==> src/dtd_pkg.sv <==
// Shared types and constants for the debounced typed demultiplexer.
// Used by debounced_typed_demultiplexer; depends on nothing else.
package dtd_pkg;

    // channel count limits and derived widths
    localparam int unsigned MAX_CHANNELS = 1024;
    localparam int unsigned SELECT_BITS  = 10;
    localparam int unsigned CH_W         = $clog2(MAX_CHANNELS);
    localparam int unsigned CNT_W        = $clog2(MAX_CHANNELS) + 1;

    // field widths
    localparam int unsigned SEL_W    = 32;
    localparam int unsigned VAL_W    = 32;
    localparam int unsigned PERIOD_W = 30;
    localparam int unsigned TIMER_W  = 32;

    // configuration port
    localparam int unsigned CFG_ADDR_W = 3;
    localparam int unsigned CFG_DATA_W = 32;

    // largest positive signed 32-bit value
    localparam logic [VAL_W-1:0] S32_TOP = 32'h7FFF_FFFF;

    // ns to us: floor(p / 1000) == (p * DIV_MULT) >> DIV_SHIFT for p < 2^32
    localparam int unsigned      DIV_SHIFT = 38;
    localparam int unsigned      DIV_MW    = 29;
    localparam logic [DIV_MW-1:0] DIV_MULT = 29'd274877907;
    localparam int unsigned      QUOT_W    = PERIOD_W + DIV_MW - DIV_SHIFT;

    // value type codes
    typedef enum logic [1:0] {
        TYPE_BIT = 2'd0,
        TYPE_S32 = 2'd1,
        TYPE_U32 = 2'd2
    } t_val_type;

    // register indexes
    typedef enum logic [CFG_ADDR_W-1:0] {
        REG_CHANNELS = 3'd0,
        REG_IN_TYPE  = 3'd1,
        REG_OUT_TYPE = 3'd2,
        REG_DEBOUNCE = 3'd3,
        REG_SUPPRESS = 3'd4
    } t_reg_index;

    // converted value plus a flag for a meaningful type pair
    typedef struct packed {
        logic             ok;
        logic [VAL_W-1:0] value;
    } t_conv;

    // saturating type conversion between bit, signed and unsigned words
    function automatic t_conv convert(input logic [1:0] in_type,
                                      input logic [1:0] dst_type,
                                      input logic [VAL_W-1:0] raw);
        t_conv res;
        res.ok    = 1'b1;
        res.value = '0;
        if (dst_type != TYPE_BIT && dst_type != TYPE_S32 && dst_type != TYPE_U32) begin
            res.ok = 1'b0;
        end else begin
            case (in_type)
                TYPE_BIT: begin
                    res.value = {{(VAL_W-1){1'b0}}, raw[0]};
                end
                TYPE_S32: begin
                    case (dst_type)
                        TYPE_BIT: res.value = {{(VAL_W-1){1'b0}}, |raw};
                        TYPE_S32: res.value = raw;
                        default:  res.value = raw[VAL_W-1] ? '0 : raw;
                    endcase
                end
                TYPE_U32: begin
                    case (dst_type)
                        TYPE_BIT: res.value = {{(VAL_W-1){1'b0}}, |raw};
                        TYPE_S32: res.value = (raw > S32_TOP) ? S32_TOP : raw;
                        default:  res.value = raw;
                    endcase
                end
                default: begin
                    res.ok = 1'b0;
                end
            endcase
        end
        return res;
    endfunction

endpackage

==> src/debounced_typed_demultiplexer.sv <==
// Top level of the debounced typed demultiplexer: three-register pipeline.
// Depends on dtd_pkg for widths, type codes, register indexes and convert().
//
// Usage:
//   Input channel (i_in_valid / o_in_stall) carries one word per tick: select
//   bits, select number, the raw value and the nanoseconds since the last
//   tick. Output channel (o_out_valid / i_out_stall) returns one word per
//   input word: whether a channel was written, its index and new value, the
//   accepted selection and the debounce timer.
//   Configuration is written through i_cfg_we / i_cfg_addr / i_cfg_data while
//   the block is idle; registers are channel count, input type, output type,
//   debounce limit in microseconds and the zero-suppress flag.
//   A word passes the input register, the convert/divide register and the
//   result register before its result is valid.
//   Throughput: one word per cycle while the receiver does not stall. The
//   ns-to-us divide is a reciprocal multiply in the middle stage; the
//   debounce state updates in the last stage, once per word.
//   Reset (synchronous, active low) empties the pipeline, loads the register
//   defaults (two channels, bit types, no debounce, no suppression) and
//   clears the accepted selection and the timer.
//   When the receiver stalls, the result register holds and earlier stages
//   keep filling until the pipeline is full; then o_in_stall rises.
module debounced_typed_demultiplexer (
    input  logic                             i_clk,
    input  logic                             i_rst_n,
    // configuration write port
    input  logic                             i_cfg_we,
    input  logic [dtd_pkg::CFG_ADDR_W-1:0]   i_cfg_addr,
    input  logic [dtd_pkg::CFG_DATA_W-1:0]   i_cfg_data,
    // input channel
    input  logic                             i_in_valid,
    output logic                             o_in_stall,
    input  logic [dtd_pkg::SELECT_BITS-1:0]  i_select_bits,
    input  logic [dtd_pkg::SEL_W-1:0]        i_select_number,
    input  logic [dtd_pkg::VAL_W-1:0]        i_in_value,
    input  logic [dtd_pkg::PERIOD_W-1:0]     i_period_ns,
    // output channel
    output logic                             o_out_valid,
    input  logic                             i_out_stall,
    output logic                             o_write_done,
    output logic [dtd_pkg::CH_W-1:0]         o_channel,
    output logic [dtd_pkg::VAL_W-1:0]        o_channel_value,
    output logic [dtd_pkg::SEL_W-1:0]        o_selected,
    output logic [dtd_pkg::TIMER_W-1:0]      o_elapsed_us
);
    import dtd_pkg::*;

    // configuration registers
    logic [CNT_W-1:0]   r_channels;
    logic [1:0]         r_in_type;
    logic [1:0]         r_dst_type;
    logic [TIMER_W-1:0] r_debounce;
    logic               r_suppress;

    // stage 0: registered input word
    logic                   r_s0_valid;
    logic [SELECT_BITS-1:0] r_s0_bits;
    logic [SEL_W-1:0]       r_s0_number;
    logic [VAL_W-1:0]       r_s0_value;
    logic [PERIOD_W-1:0]    r_s0_period;

    // stage 1: selection, clamped index, converted value, period in us
    logic               r_s1_valid;
    logic [SEL_W-1:0]   r_s1_sel;
    logic [CH_W-1:0]    r_s1_idx;
    t_conv              r_s1_conv;
    logic [QUOT_W-1:0]  r_s1_us;

    // debounce state
    logic [SEL_W-1:0]   r_accepted;
    logic [TIMER_W-1:0] r_timer;

    // result register
    logic               r_out_valid;
    logic               r_out_done;
    logic [CH_W-1:0]    r_out_channel;
    logic [VAL_W-1:0]   r_out_value;

    // stage advance enables
    logic en_out;
    logic en_s1;
    logic en_s0;

    assign en_out = !r_out_valid || !i_out_stall;
    assign en_s1  = !r_s1_valid || en_out;
    assign en_s0  = !r_s0_valid || en_s1;
    assign o_in_stall = !en_s0;

    // configuration writes
    always_ff @(posedge i_clk) begin
        if (!i_rst_n) begin
            r_channels <= CNT_W'(2);
            r_in_type  <= TYPE_BIT;
            r_dst_type <= TYPE_BIT;
            r_debounce <= '0;
            r_suppress <= 1'b0;
        end else if (i_cfg_we) begin
            case (i_cfg_addr)
                REG_CHANNELS: r_channels <= i_cfg_data[CNT_W-1:0];
                REG_IN_TYPE:  r_in_type  <= i_cfg_data[1:0];
                REG_OUT_TYPE: r_dst_type <= i_cfg_data[1:0];
                REG_DEBOUNCE: r_debounce <= i_cfg_data[TIMER_W-1:0];
                REG_SUPPRESS: r_suppress <= i_cfg_data[0];
                default: ;
            endcase
        end
    end

    // stage 0 capture
    always_ff @(posedge i_clk) begin
        if (!i_rst_n) begin
            r_s0_valid <= 1'b0;
        end else if (en_s0) begin
            r_s0_valid <= i_in_valid;
        end
    end

    always_ff @(posedge i_clk) begin
        if (en_s0 && i_in_valid) begin
            r_s0_bits   <= i_select_bits;
            r_s0_number <= i_select_number;
            r_s0_value  <= i_in_value;
            r_s0_period <= i_period_ns;
        end
    end

    // effective channel count, clamped to the legal range
    logic [CNT_W-1:0]       eff_count;
    logic [CNT_W-1:0]       last_ch;
    logic                   is_pow2;
    logic [SELECT_BITS-1:0] bits_used;
    logic [SEL_W-1:0]       n_sel;
    logic [CH_W-1:0]        n_idx;
    logic [PERIOD_W+DIV_MW-1:0] prod;

    always_comb begin
        if (r_channels < CNT_W'(2)) begin
            eff_count = CNT_W'(2);
        end else if (r_channels > CNT_W'(MAX_CHANNELS)) begin
            eff_count = CNT_W'(MAX_CHANNELS);
        end else begin
            eff_count = r_channels;
        end
        last_ch = eff_count - CNT_W'(1);
        is_pow2 = (eff_count & last_ch) == '0;
    end

    // select bits count only for a power-of-two count; mask is count minus one
    always_comb begin
        bits_used = is_pow2 ? (r_s0_bits & last_ch[SELECT_BITS-1:0]) : '0;
        n_sel     = SEL_W'(bits_used) + r_s0_number;
        if (n_sel >= SEL_W'(eff_count)) begin
            n_idx = last_ch[CH_W-1:0];
        end else begin
            n_idx = n_sel[CH_W-1:0];
        end
    end

    // ns to us by reciprocal multiply
    assign prod = PERIOD_W'(r_s0_period) * DIV_MULT;

    // stage 1 register
    always_ff @(posedge i_clk) begin
        if (!i_rst_n) begin
            r_s1_valid <= 1'b0;
        end else if (en_s1) begin
            r_s1_valid <= r_s0_valid;
        end
    end

    always_ff @(posedge i_clk) begin
        if (en_s1 && r_s0_valid) begin
            r_s1_sel  <= n_sel;
            r_s1_idx  <= n_idx;
            r_s1_conv <= convert(r_in_type, r_dst_type, r_s0_value);
            r_s1_us   <= prod[PERIOD_W+DIV_MW-1:DIV_SHIFT];
        end
    end

    // debounce decision and timer update
    logic               take;
    logic               n_done;
    logic [SEL_W-1:0]   n_accepted;
    logic [TIMER_W-1:0] n_timer;
    logic [TIMER_W:0]   timer_sum;

    assign take = en_out && r_s1_valid;

    always_comb begin
        timer_sum  = {1'b0, r_timer} + (TIMER_W+1)'(r_s1_us);
        n_accepted = r_accepted;
        n_timer    = r_timer;
        n_done     = 1'b0;
        if (r_suppress && r_s1_sel == '0) begin
            // suppressed zero selection: nothing changes
        end else if (r_s1_sel != r_accepted && r_timer < r_debounce) begin
            n_timer = timer_sum[TIMER_W] ? '1 : timer_sum[TIMER_W-1:0];
        end else begin
            n_accepted = r_s1_sel;
            n_timer    = '0;
            n_done     = r_s1_conv.ok;
        end
    end

    always_ff @(posedge i_clk) begin
        if (!i_rst_n) begin
            r_accepted <= '0;
            r_timer    <= '0;
        end else if (take) begin
            r_accepted <= n_accepted;
            r_timer    <= n_timer;
        end
    end

    // result register
    always_ff @(posedge i_clk) begin
        if (!i_rst_n) begin
            r_out_valid <= 1'b0;
        end else if (en_out) begin
            r_out_valid <= r_s1_valid;
        end
    end

    always_ff @(posedge i_clk) begin
        if (take) begin
            r_out_done    <= n_done;
            r_out_channel <= n_done ? r_s1_idx : '0;
            r_out_value   <= n_done ? r_s1_conv.value : '0;
        end
    end

    assign o_out_valid     = r_out_valid;
    assign o_write_done    = r_out_done;
    assign o_channel       = r_out_channel;
    assign o_channel_value = r_out_value;
    assign o_selected      = r_accepted;
    assign o_elapsed_us    = r_timer;

endmodule

==> config.mk <==
export PLATFORM = sky130hd
export DESIGN_NAME = debounced_typed_demultiplexer
export DESIGN_NICKNAME = d
export VERILOG_FILES = /design/src/dtd_pkg.sv /design/src/debounced_typed_demultiplexer.sv
export SDC_FILE = /design/constraint.sdc
export NUM_CORES = 1
export LEC_CHECK = 0
export BUFFER_PORTS_ARGS = -buffer_cell sky130_fd_sc_hd__buf_2
export CORE_ASPECT_RATIO = 1.1
export CORE_MARGIN = 5
export CORE_UTILIZATION = 30
export CTS_CLUSTER_DIAMETER = 150
export CTS_CLUSTER_SIZE = 10
export DETAILED_ROUTE_END_ITERATION = 12
export PLACE_DENSITY = 0.48
export SLEW_MARGIN = 10
export SYNTH_ARGS = -nofsm -noshare
export SYNTH_HDL_FRONTEND = slang
export SYNTH_SLANG_ARGS = --single-unit
==> constraint.sdc <==
create_clock -name i_clk -period 9.45 [get_ports i_clk]
set_clock_uncertainty 0.1 [all_clocks]
set_input_delay 0.945 -clock i_clk [delete_from_list [all_inputs] [get_ports i_clk]]
set_output_delay 0.945 -clock i_clk [all_outputs]
set_load 0.005 [all_outputs]
* Word-level counts from Yosys, hierarchy flattened
Index checks and enable logic that the tools add are counted.
** Storage, ports and cells
- Bits in registers :: 358
- Bits of input ports :: 144
- Output and inout port bits :: 109
- Word-level logic and storage cells :: 89
** Operators by class
- Add/sub/neg operators :: 3
- Multipliers :: 1
- $lt $le $gt $ge :: 5
- Eq/ne operators :: 10
- Multiplexer cells :: 14
- Bitwise operators :: 4
- Reduce and logical (&&, ||, !) cells :: 30
** Operators by type and width (number)
- 32-bit case mux with 2 select lines :: 2
- 32-bit two-way mux :: 3
- 32-bit case mux with 3 select lines :: 1
- 30-bit by 29-bit multiplier with 59-bit output (second input constant) :: 1
- 32-bit by 21-bit adder with 33-bit output :: 1
- 10-bit by 32-bit adder with 32-bit output :: 1
- 32-bit by 11-bit greater-or-equal comparator with 1-bit output :: 1
- 32-bit by 31-bit greater-than comparator with 1-bit output (second input constant) :: 1
- 32-bit zero test :: 1
- 32-bit < comparator :: 1
- 32-bit != test :: 1
- 32-bit OR reduction :: 1
- 31-bit two-way mux :: 1
- 11-bit two-way mux :: 2
- 10-bit two-way mux :: 2
- 2-bit AND reduction :: 6
- 11-bit AND :: 1
- 11-bit greater-than comparator (second input constant) :: 1
- 11-bit zero test :: 1
- 11-bit by 2-bit < comparator with 1-bit output (second input constant) :: 1
- 11-bit by 1-bit subtractor with 11-bit output (second input constant) :: 1
- 10-bit AND :: 1
- 1-bit logical AND :: 7
- 3-bit by 2-bit equality test with 1-bit output (second input constant) :: 2
- other kinds (15) :: 26

* Logic depth before layout (Yosys ltp)
Gate-level depths: netlist (run 1).
- Word-level depth :: 10
- Mapped depth :: 28
- Mapped depth without buffers :: 27

* Least setup slack after synthesis (run 1)
OpenSTA, ideal clock, no wires.
- Path kind :: flip-flop to flip-flop
- Start :: register r_s0_period[10]
- End :: register r_s1_us[20] (data pin)
- Library setup time :: 257 ps
- Data arrival time :: 6476 ps
- Data required time :: 9093 ps
- Setup slack :: 2617 ps
- Cell stages (with the launch flop) :: 24
- Path buffers :: 0
- Period minus slack after synthesis :: 6833 ps
- Cells stage by stage :: edfxtp_1 > ha_1 > inv_1 > fa_1 > inv_1 > fa_1 > fa_1 > inv_1 > fa_1 > inv_1 > fa_1 > fa_1 > fa_1 > ha_1 > a21o_1 > o21bai_1 > a221oi_1 > o211ai_1 > a21oi_1 > o21ai_1 > a41oi_1 > o211ai_1 > o21ai_0 > nand2b_1
** Between the ends
- Cells in the longest elaborated chain, start to end :: 1
** RTL lines
- from (decl) :: line debounced_typed_demultiplexer.sv:60 : logic [PERIOD_W-1:0] r_s0_period;
- from (signal assigned) :: line debounced_typed_demultiplexer.sv:123 : r_s0_period <= i_period_ns;
- 30-bit by 29-bit multiplier with 59-bit output :: line debounced_typed_demultiplexer.sv:160 : assign prod = PERIOD_W'(r_s0_period) * DIV_MULT;
- net prod[58] :: line debounced_typed_demultiplexer.sv:134 : logic [PERIOD_W+DIV_MW-1:0] prod;
- to (signal assigned) :: line debounced_typed_demultiplexer.sv:176 : r_s1_us <= prod[PERIOD_W+DIV_MW-1:DIV_SHIFT];
- to (decl) :: line debounced_typed_demultiplexer.sv:67 : logic [QUOT_W-1:0] r_s1_us;
The timed path passes the listed nets, and every way through them passes these cells.
A chain may end at the register's enable or synchronous reset.

* Final worst setup path (run 1)
- Start :: register r_s0_period[13]
- End :: register r_s1_us[13] (data pin)
The elaborated chain is that of the path after synthesis.

==> flow_summary.json, run 1 <==
{
  "status": "completed",
  "required_ps": 9750,
  "setup-tns-final_ps": 0,
  "cts.path.max_buffers": 3,
  "cts.sinks": 358,
  "via_per_inst": 4.59,
  "grt_pass1_vias": 21400,
  "grt_overflow": 0,
  "io_buffers": 252,
  "slowest_stage": "edfxtp_1",
  "die_x_um": 311,
  "ys_dominant_reg_cell": "edfxtp_1",
  "max_freq_mhz": 125,
  "tritoncts": "done",
  "fillCellCount": 10100,
  "cts.repair.resized": 0,
  "drive_above_1_share_pct": 11.5,
  "crit_arrival_ps": 8280,
  "finalMaxSlewViolations": 0,
  "fin_crit_ps": 7990,
  "cts_root_buf": "clkbuf_16",
  "drc_errors": 0,
  "grt_max_degree": 80,
  "ys_top_cells_by_count": "inv_1, ha_1, fa_1",
  "critPathMaxFanout": 11,
  "cp.depth": 25,
  "ioPinCount": 253,
  "r2r_cells": 25,
  "cap_viol_max_count": 0,
  "syn-num-nets": 3684,
  "ant_nets": 0,
  "core_area_sq_um": 99200,
  "htreeDepth": 2,
  "hold_path_depth": 2,
  "yosysMostFrequentCell": "inv_1",
  "worst_pin_slew_ps": 1040,
  "row_count": 121,
  "path_class": "reg2reg",
  "synth_cell_types": 70,
  "synthTopCellsByArea": "edfxtp_1, ha_1, fa_1, dfxtp_1, inv_1",
  "yosysTopAreaCell": "edfxtp_1",
  "num_vias": 20100,
  "finalCritPeriodShare_pct": 84.5,
  "grt_pass1_wl_mm": 131,
  "wire_per_inst_um": 19.6,
  "cp_num_buf_inv": 6,
  "synth_edf_count": 243,
  "synth_top_area_share_pct": 24.3,
  "nets": 3949,
  "wirelength_mm": 86.1,
  "synth_area_per_cell_sq_um": 10.7,
  "yosysSeqAreaShare_pct": 32.0,
  "startpoint_type": "flop",
  "dieArea_sq_um": 106000,
  "drt-pass1-iter-count": 5,
  "cts_buffers": 42,
  "clk_latency_ps": 620,
  "ys_ff_latch": 358,
  "crit_family": "adder cells",
  "max_stage_delay_ps": 740,
  "clkSlewWorstSetupHoldPaths_ps": 60,
  "rsz0062_at_grt": "no",
  "post_cts_buffers": 0,
  "syn_inst": 2807,
  "fp.dieH_um": 342,
  "cts_hold_buf": 0,
  "hold_class": "reg2reg",
  "antenna_found_initial": 4,
  "final_hold_viol_count": 0,
  "dp_hpwl_mm": 68.8,
  "ys_warn_count": 0,
  "initial_core_util_pct": 30.2,
  "drt_iter0_drc": 922,
  "async_flop_share_pct": 0,
  "place.gp.congestion": 0.832,
  "grt_usage_pct": 16.1,
  "max_slew_margin_pct": 30.9,
  "setup_viol_count_final": 0,
  "syn_area_sq_um": 30000,
  "area_growth_pct": 13.4,
  "critPathCaptureType": "flop"
}
==> layout by cell type (no fill, tap or decap), drive strengths merged, types with 12 or more instances in the layout <==
master / Yosys / final
nor2: 69 / 69
nand2: 189 / 189
o21ai: 78 / 78
nand2b: 16 / 16
nand4: 33 / 33
clkbuf: 40 / 57
mux2i: 37 / 37
a21o: 54 / 54
inv: 599 / 602
xor2: 56 / 56
nor4: 31 / 31
nor3: 12 / 12
a21boi: 51 / 51
dfxtp: 115 / 115
buf: 8 / 269
nor2b: 49 / 49
edfxtp: 243 / 243
and2: 51 / 51
ha: 455 / 455
and3: 14 / 14
a21oi: 78 / 78
nand3: 42 / 42
fa: 278 / 278
o21a: 38 / 38
xnor2: 44 / 44
==> layer usage <==
metal  routed length, um  vias up  GRT usage [%]
li1                    -     9866              -
met1               37600     9778           20.4
met2               42200      361           28.4
met3                3350      110           2.20
met4                2890        0           5.36
met5                   0        -              0
==> worst min-delay path, cell delays in order (launching register included) <==
cell and delay, ps:
dfxtp_1 310, nand2_1 50, a21boi_0 60
==> registers in the layout, indices dropped and copies added, names as in the netlist <==
| register | flops |
|---|---|
| o_channel | 10 |
| o_channel_value | 32 |
| o_elapsed_us | 32 |
| o_out_valid | 1 |
| o_selected | 32 |
| o_write_done | 1 |
| r_channels | 11 |
| r_debounce | 32 |
| r_dst_type | 2 |
| r_in_type | 2 |
| r_s0_bits | 10 |
| r_s0_number | 32 |
| r_s0_period | 30 |
| r_s0_valid | 1 |
| r_s0_value | 32 |
| r_s1_conv | 33 |
| r_s1_idx | 10 |
| r_s1_sel | 32 |
| r_s1_us | 21 |
| r_s1_valid | 1 |
| r_suppress | 1 |
==> final cells by class <==
class                           instances  area [sq um]  share of cell area [%]
Multi-Input combinational cell       1801         18000                    52.8
Inverter                              600          2250                    6.62
Timing Repair Buffer                  269          1390                    4.08
Sequential cell                       358          9600                    28.2
Antenna cell                            3          7.51                  0.0221
Tap cell                             1291          1620                    4.75
Clock inverter                          5          73.8                   0.217
Clock buffer                           57          1110                    3.26
==> cell families (layout without fill, tap and decap cells) <==
| kind of cell | count (synthesis) | in the layout | share of synthesized area, % |
|---|---|---|---|
| XOR/XNOR | 100 | 100 | 2.92 |
| flip-flops | 358 | 358 | 32.0 |
| AO/OA/AOI/OAI | 377 | 377 | 8.50 |
| multiplexers | 46 | 46 | 1.67 |
| buffers and inverters | 648 | 931 | 8.18 |
| other | 0 | 3 | 0 |
| adder cells (fa/ha/maj) | 733 | 733 | 37.5 |
| AND/OR/NAND/NOR | 545 | 545 | 9.16 |
==> per-stage QoR <==
stage          instance area [sq um]  setup WS (ps)  utilization [%]  hold slack, ps  std cells
5_1_grt                        34000           1050             34.3             369       4382
2_1_floorplan                  30000           2620                -             343       2807
4_1_cts                        34000           1400             34.3             340       4381
3_5_place_dp                   32800           1450             33.1             358       4319
3_3_place_gp                   32800           1440             33.1             356       4319
6_report                       34000           1460             34.3             363       4384
==> path summary, 6_finish.rpt <==
kind	slack, ps	startpoint	end
worst min register to register	360	r_debounce[28]	r_debounce[28]
worst max register to register	1460	r_s0_period[13]	r_s1_us[13]
worst max-delay path	1460	r_s0_period[13]	r_s1_us[13]
worst min-delay path	360	r_debounce[28]	r_debounce[28]
Power of run 1 is left out: the tool's default activity adds up to more than one toggle a clock period on the data nets, which glitch-free logic cannot reach.
==> run 2: changes to the inputs <==
--- a/config.mk
+++ b/config.mk
@@ -5,6 +5,7 @@
 export SDC_FILE = /design/constraint.sdc
 export NUM_CORES = 1
 export LEC_CHECK = 0
+export ABC_AREA = 1
 export BUFFER_PORTS_ARGS = -buffer_cell sky130_fd_sc_hd__buf_2
 export CORE_ASPECT_RATIO = 1.1
 export CORE_MARGIN = 5
@@ -12,7 +13,7 @@
 export CTS_CLUSTER_DIAMETER = 150
 export CTS_CLUSTER_SIZE = 10
 export DETAILED_ROUTE_END_ITERATION = 12
-export PLACE_DENSITY = 0.48
+export PLACE_DENSITY = 0.49
 export SLEW_MARGIN = 10
 export SYNTH_ARGS = -nofsm -noshare
 export SYNTH_HDL_FRONTEND = slang
==> constraint.sdc (replaced) <==
create_clock -name i_clk -period 7 [get_ports i_clk]
set_clock_uncertainty 0.1 [all_clocks]
set_input_delay 0.7 -clock i_clk [delete_from_list [all_inputs] [get_ports i_clk]]
set_output_delay 0.7 -clock i_clk [all_outputs]
set_load 0.005 [all_outputs]
==> run 2 against run 1 <==
Against the previous run:
- synthesized area is 7.4% higher
- register-to-register slack worse by 1100 ps
- global-route usage is 0.78 points higher
- sequential share of layout area is 2.1 points lower
- critical path depth is 2 lower
- design area is 8.0% higher
- first-iteration DRC count is 60% higher
- synthesized cell count is 31% higher
- count of clock-buffer cells in the layout is 13 higher
- highest routed layer is now met5
==> flow_summary.json, run 2 <==
{
  "startpoint": "r_s0_period[19]",
  "cts.sinks": 358,
  "cts_buffers": 42,
  "clkSlewWorstSetupHoldPaths_ps": 70,
  "drive_above_1_share_pct": 9.83,
  "final_cell_mix": "inv_1, nand2_1, ha_1",
  "yosysTopAreaCell": "edfxtp_1",
  "finalMaxSlewViolations": 0,
  "hold_start": "i_period_ns[17]",
  "status": "completed",
  "regMostFlops": "r_s1_conv",
  "async_flop_share_pct": 0,
  "max_slew_margin_pct": 16.1,
  "setup-tns-final_ps": 0,
  "fillCellCount": 11200,
  "ys_top_cells_by_count": "inv_1, nand2_1, ha_1",
  "path_class": "reg2reg",
  "required_ps": 7200,
  "ioPinCount": 253,
  "multiInputGateArea_sq_um": 19000,
  "critPathMaxFanout": 8,
  "fp.dieH_um": 354,
  "cap_viol_max_count": 0,
  "crit_family": "adder cells",
  "io_buffers": 252,
  "rsz0062_at_grt": "no",
  "tritoncts": "done",
  "startpoint_type": "flop",
  "ys_warn_count": 0,
  "dieArea_sq_um": 114000,
  "finalInstanceArea_sq_um": 36700,
  "synth_area_per_cell_sq_um": 8.74,
  "final_hold_viol_count": 0,
  "synth_edf_count": 243,
  "wirelength_mm": 97.2,
  "initial_core_util_pct": 30.1,
  "crit_path_frequent_cell": "fa_1",
  "drc_errors": 0,
  "worst_pin_slew_ps": 1260,
  "grt_max_degree": 82,
  "syn-num-nets": 4563,
  "place.gp.congestion": 0.926,
  "clk_latency_ps": 590,
  "htreeDepth": 2,
  "syn_area_sq_um": 32200,
  "critPathCaptureType": "flop",
  "via_per_inst": 4.52,
  "cts_root_buf": "clkbuf_16",
  "cts.path.max_buffers": 3,
  "dp_hpwl_mm": 81.2,
  "final_common_cell": "inv_1",
  "grt_pass1_vias": 25100,
  "wire_per_inst_um": 17.9,
  "grt_overflow": 0,
  "num_vias": 24500,
  "finalCritPeriodShare_pct": 95.0,
  "synthTopCellsByArea": "edfxtp_1, ha_1, fa_1, inv_1, dfxtp_1",
  "fin_crit_ps": 6650,
  "syn_inst": 3686,
  "area_growth_pct": 14.0,
  "setup_viol_count_final": 0,
  "synth_top_area_share_pct": 22.7,
  "r2r-start": "r_s0_period[19]",
  "slowest_stage": "edfxtp_1",
  "grt_usage_pct": 16.9,
  "synth_cell_types": 48,
  "drt-pass1-iter-count": 5,
  "ys_dominant_reg_cell": "edfxtp_1",
  "ys_ff_latch": 358,
  "antenna_found_initial": 5,
  "crit_path_cell_trace": "ha_1 -> inv_1 -> fa_1 -> inv_1 -> ha_1 -> fa_1 -> fa_1 -> inv_1 -> fa_1 -> inv_1 -> fa_1 -> fa_1 -> ha_1 -> nand2_1 -> nand2_1 -> inv_1 -> o21ai_0 -> a21oi_1 -> o21ai_0 -> nand2_1 -> nand3_1 -> a21oi_1 -> xnor2_1",
  "largest_reg_flops": 33,
  "hold_class": "in2reg",
  "cts.repair.resized": 0,
  "nets": 4866,
  "yosysSeqAreaShare_pct": 29.8,
  "cp_num_buf_inv": 5,
  "crit_arrival_ps": 6850,
  "die_x_um": 322,
  "row_count": 126,
  "placed_cell_area_sq_um": 35400,
  "grt_pass1_wl_mm": 149,
  "max_freq_mhz": 150,
  "final-seq-area_sq_um": 9600,
  "yosysMostFrequentCell": "inv_1",
  "ant_nets": 0,
  "drt_iter0_drc": 1471,
  "core_area_sq_um": 107000,
  "max_stage_delay_ps": 630
}
run 2: worst paths after layout:
kind	endpoint	slack, ps	cells after the start
min reg2reg	r_debounce[8]	360	2
min	r_s0_period[17]	170	1
max	r_s1_us[12]	350	23
max reg2reg	r_s1_us[12]	350	23
run 2: timing repair:
item	CTS	global route
buffers inserted	0	8
endpoints found under the setup margin	0	5
hold buffers	0	0
run 2: routing by layer:
| layer | global-route usage, % | part of all wire, % | vias up |
|---|---|---|---|
| met3 | 2.02 | 3.6 | 117 |
| met1 | 23.1 | 46 | 11700 |
| met2 | 28.6 | 47 | 411 |
| met4 | 4.11 | 2.6 | 2 |
| li1 | - | - | 12300 |
| met5 | 0 | 0.013 | - |
run 2: layout make-up:
type / count / share of cell area [%]
Multi-Input combinational cell: 2375 / 51.8
Sequential cell: 358 / 26.1
Inverter: 902 / 9.23
Tap cell: 1408 / 4.80
Timing Repair Buffer: 310 / 4.62
Clock buffer: 70 / 3.21
Clock inverter: 4 / 0.184
Antenna cell: 2 / 0.0136
run 2: logic make-up (layout without fill, tap and decap cells):
logic type,Yosys count,after routing,synth area share (%)
AO/OA/AOI/OAI,415,415,6.85
XOR/XNOR,64,64,1.76
other,0,2,0
buffers and inverters,953,1286,11.2
adder cells (fa/ha/maj),733,733,35.0
AND/OR/NAND/NOR,1163,1163,15.4
flip-flops,358,358,29.8
run 2: metrics by stage:
step | hold slack, ps | utilization [%] | std cells | worst slack [ps]
6_report | 174 | 34.3 | 5429 | 349
5_1_grt | 148 | 34.3 | 5429 | 10.8
4_1_cts | 126 | 34.3 | 5419 | 264
3_5_place_dp | 355 | 33.1 | 5345 | 283
3_3_place_gp | 351 | 33.1 | 5345 | 305
2_1_floorplan | 324 | - | 3686 | 986
Power of run 2 is left out for the same reason.
==> run 3: changes to the inputs <==
--- a/config.mk
+++ b/config.mk
@@ -10,9 +10,11 @@
 export CORE_ASPECT_RATIO = 1.1
 export CORE_MARGIN = 5
 export CORE_UTILIZATION = 30
+export CTS_BUF_LIST = sky130_fd_sc_hd__clkbuf_8
 export CTS_CLUSTER_DIAMETER = 150
 export CTS_CLUSTER_SIZE = 10
 export DETAILED_ROUTE_END_ITERATION = 12
+export MAX_ROUTING_LAYER = met4
 export PLACE_DENSITY = 0.49
 export SLEW_MARGIN = 10
 export SYNTH_ARGS = -nofsm -noshare
==> run 3 against run 2 <==
Against the previous run:
- utilization fell by 0.50 points
- die area did not move
- cell count barely moved
- setup slack improved by 14 ps
- critical endpoint is now r_s1_us[18]
- register-to-register slack barely moved
- first-iteration DRC count did not move
- hold slack got worse by 51 ps
- non-clock buffer count rose by 2
==> flow_summary.json, run 3 (same netlist as run 2, synthesis figures left out) <==
{
  "path_class": "reg2reg",
  "dp_hpwl_mm": 82.1,
  "final_common_cell": "inv_1",
  "htreeDepth": 2,
  "finalMaxSlewViolations": 0,
  "grt_max_degree": 82,
  "grtUsageMet1_pct": 23.0,
  "grt_usage_pct": 17.4,
  "drt-pass1-iter-count": 5,
  "finalCritPeriodShare_pct": 94.8,
  "grt_use_met3_pct": 1.60,
  "setup-tns-final_ps": 0,
  "drive_above_1_share_pct": 9.87,
  "crit_path_frequent_cell": "fa_1",
  "stdcell_count": 5427,
  "dieArea_sq_um": 114000,
  "max_freq_mhz": 151,
  "cts.path.max_buffers": 3,
  "fillCellCount": 11400,
  "crit_arrival_ps": 6920,
  "startpoint_type": "flop",
  "hold_class": "in2reg",
  "worst_pin_slew_ps": 1240,
  "clk_latency_ps": 650,
  "fp.dieH_um": 354,
  "cap_viol_max_count": 0,
  "fin_ws_ps": 363,
  "cts_root_buf": "clkbuf_8",
  "cts.sinks": 358,
  "use_met2_pct": 29.2,
  "place.gp.congestion": 0.932,
  "largest_reg_flops": 33,
  "cts_buffers": 41,
  "hold_start": "i_period_ns[19]",
  "final_cell_mix": "inv_1, nand2_1, ha_1",
  "max_stage_delay_ps": 570,
  "regMostFlops": "r_s1_conv",
  "tritoncts": "done",
  "die_x_um": 322,
  "drt_iter0_drc": 1471,
  "ioPinCount": 253,
  "required_ps": 7280,
  "row_count": 126,
  "drc_errors": 0,
  "critPathMaxFanout": 5,
  "area_growth_pct": 12.4,
  "clkSlewWorstSetupHoldPaths_ps": 90,
  "io_buffers": 252,
  "startpoint": "r_s0_period[22]",
  "placed_cell_area_sq_um": 35400,
  "final_hold_viol_count": 0,
  "grt_overflow": 0,
  "crit_path_cell_trace": "buf_4 -> ha_1 -> inv_1 -> fa_1 -> inv_1 -> fa_1 -> fa_1 -> fa_1 -> inv_1 -> fa_1 -> inv_1 -> fa_1 -> fa_1 -> ha_1 -> nand2_1 -> nor2_1 -> and3_1 -> nand2_1 -> o211ai_1 -> a21oi_1 -> xor2_1",
  "antenna_found_initial": 9,
  "wire_per_inst_um": 18.0,
  "setup_viol_count_final": 0,
  "core_area_sq_um": 107000,
  "rsz0062_at_grt": "no",
  "via_per_inst": 4.55,
  "grt_pass1_wl_mm": 150,
  "r2r-start": "r_s0_period[22]",
  "grt_pass1_vias": 25300,
  "finalInstanceArea_sq_um": 36200,
  "initial_core_util_pct": 30.1,
  "num_vias": 24700,
  "slowest_stage": "fa_1",
  "max_slew_margin_pct": 17.1,
  "placed_cells": 5348,
  "critPathCaptureType": "flop",
  "ant_nets": 0,
  "status": "completed",
  "nets": 4867,
  "busiest_layer": "met2",
  "fin_crit_ps": 6640,
  "wirelength_mm": 97.5,
  "pre_cts_slack_ps": 226
}
[run 3: cell count changes in the layout (fill, tap and decap cells not counted), sizes merged]
cell / delta
clkinvlp: +2
diode: +4
buf: +2
inv: +19
clkbuf: -29
clkinv: +1
bufinv: -1
[run 3: metrics by stage]
stage	hold WS, ps	util, %
finish	123	33.8
global placement	354	33.1
global route	66.9	33.8
detailed placement	356	33.1
CTS	39.5	33.8
floorplan	324	-
[run 3: final timing paths]
path	to	slack, ps	depth (start not counted)
setup / recovery	r_s1_us[18]	360	21
hold / removal	r_s0_period[19]	120	1
setup reg to reg	r_s1_us[18]	360	21
hold reg to reg	r_debounce[21]	360	2
[run 3: area by class of cell]
cell class              count  area [sq um]  share of cell area, %
repair buffers            312          1710                   4.73
multi-input cells        2375         19000                   52.6
flip-flops and latches    358          9600                   26.5
clock inverters            25           109                  0.301
diodes                      6          15.0                 0.0415
clock buffers              41           564                   1.56
well taps                1408          1760                   4.87
inverters                 902          3390                   9.37
[run 3: critical path, delay by kind of cell (launching register included)]
family,cells,cell delay [ps]
AOI/OAI and AO/OA,2,550
xor gates and xnor gates,1,170
and+or+nand+nor,4,500
adders and majority gates,9,4030
DFF,1,520
buffers and inverters,5,520
[run 3: metal layers]
metal / wire length [um] / share of wire [%] / vias to the layer above
li1: - / - / 12300
met1: 44700 / 46 / 11800
met2: 47000 / 48 / 470
met3: 3430 / 3.5 / 116
met4: 2370 / 2.4 / 0
met5: 0 / 0 / -
[run 3: timing repair]
item	4_1_cts	5_1_grt
gates resized for setup	0	2
endpoints found under the setup margin	0	5
setup buffers	0	7
hold buffers	0	0
Power of run 3 is left out for the same reason.
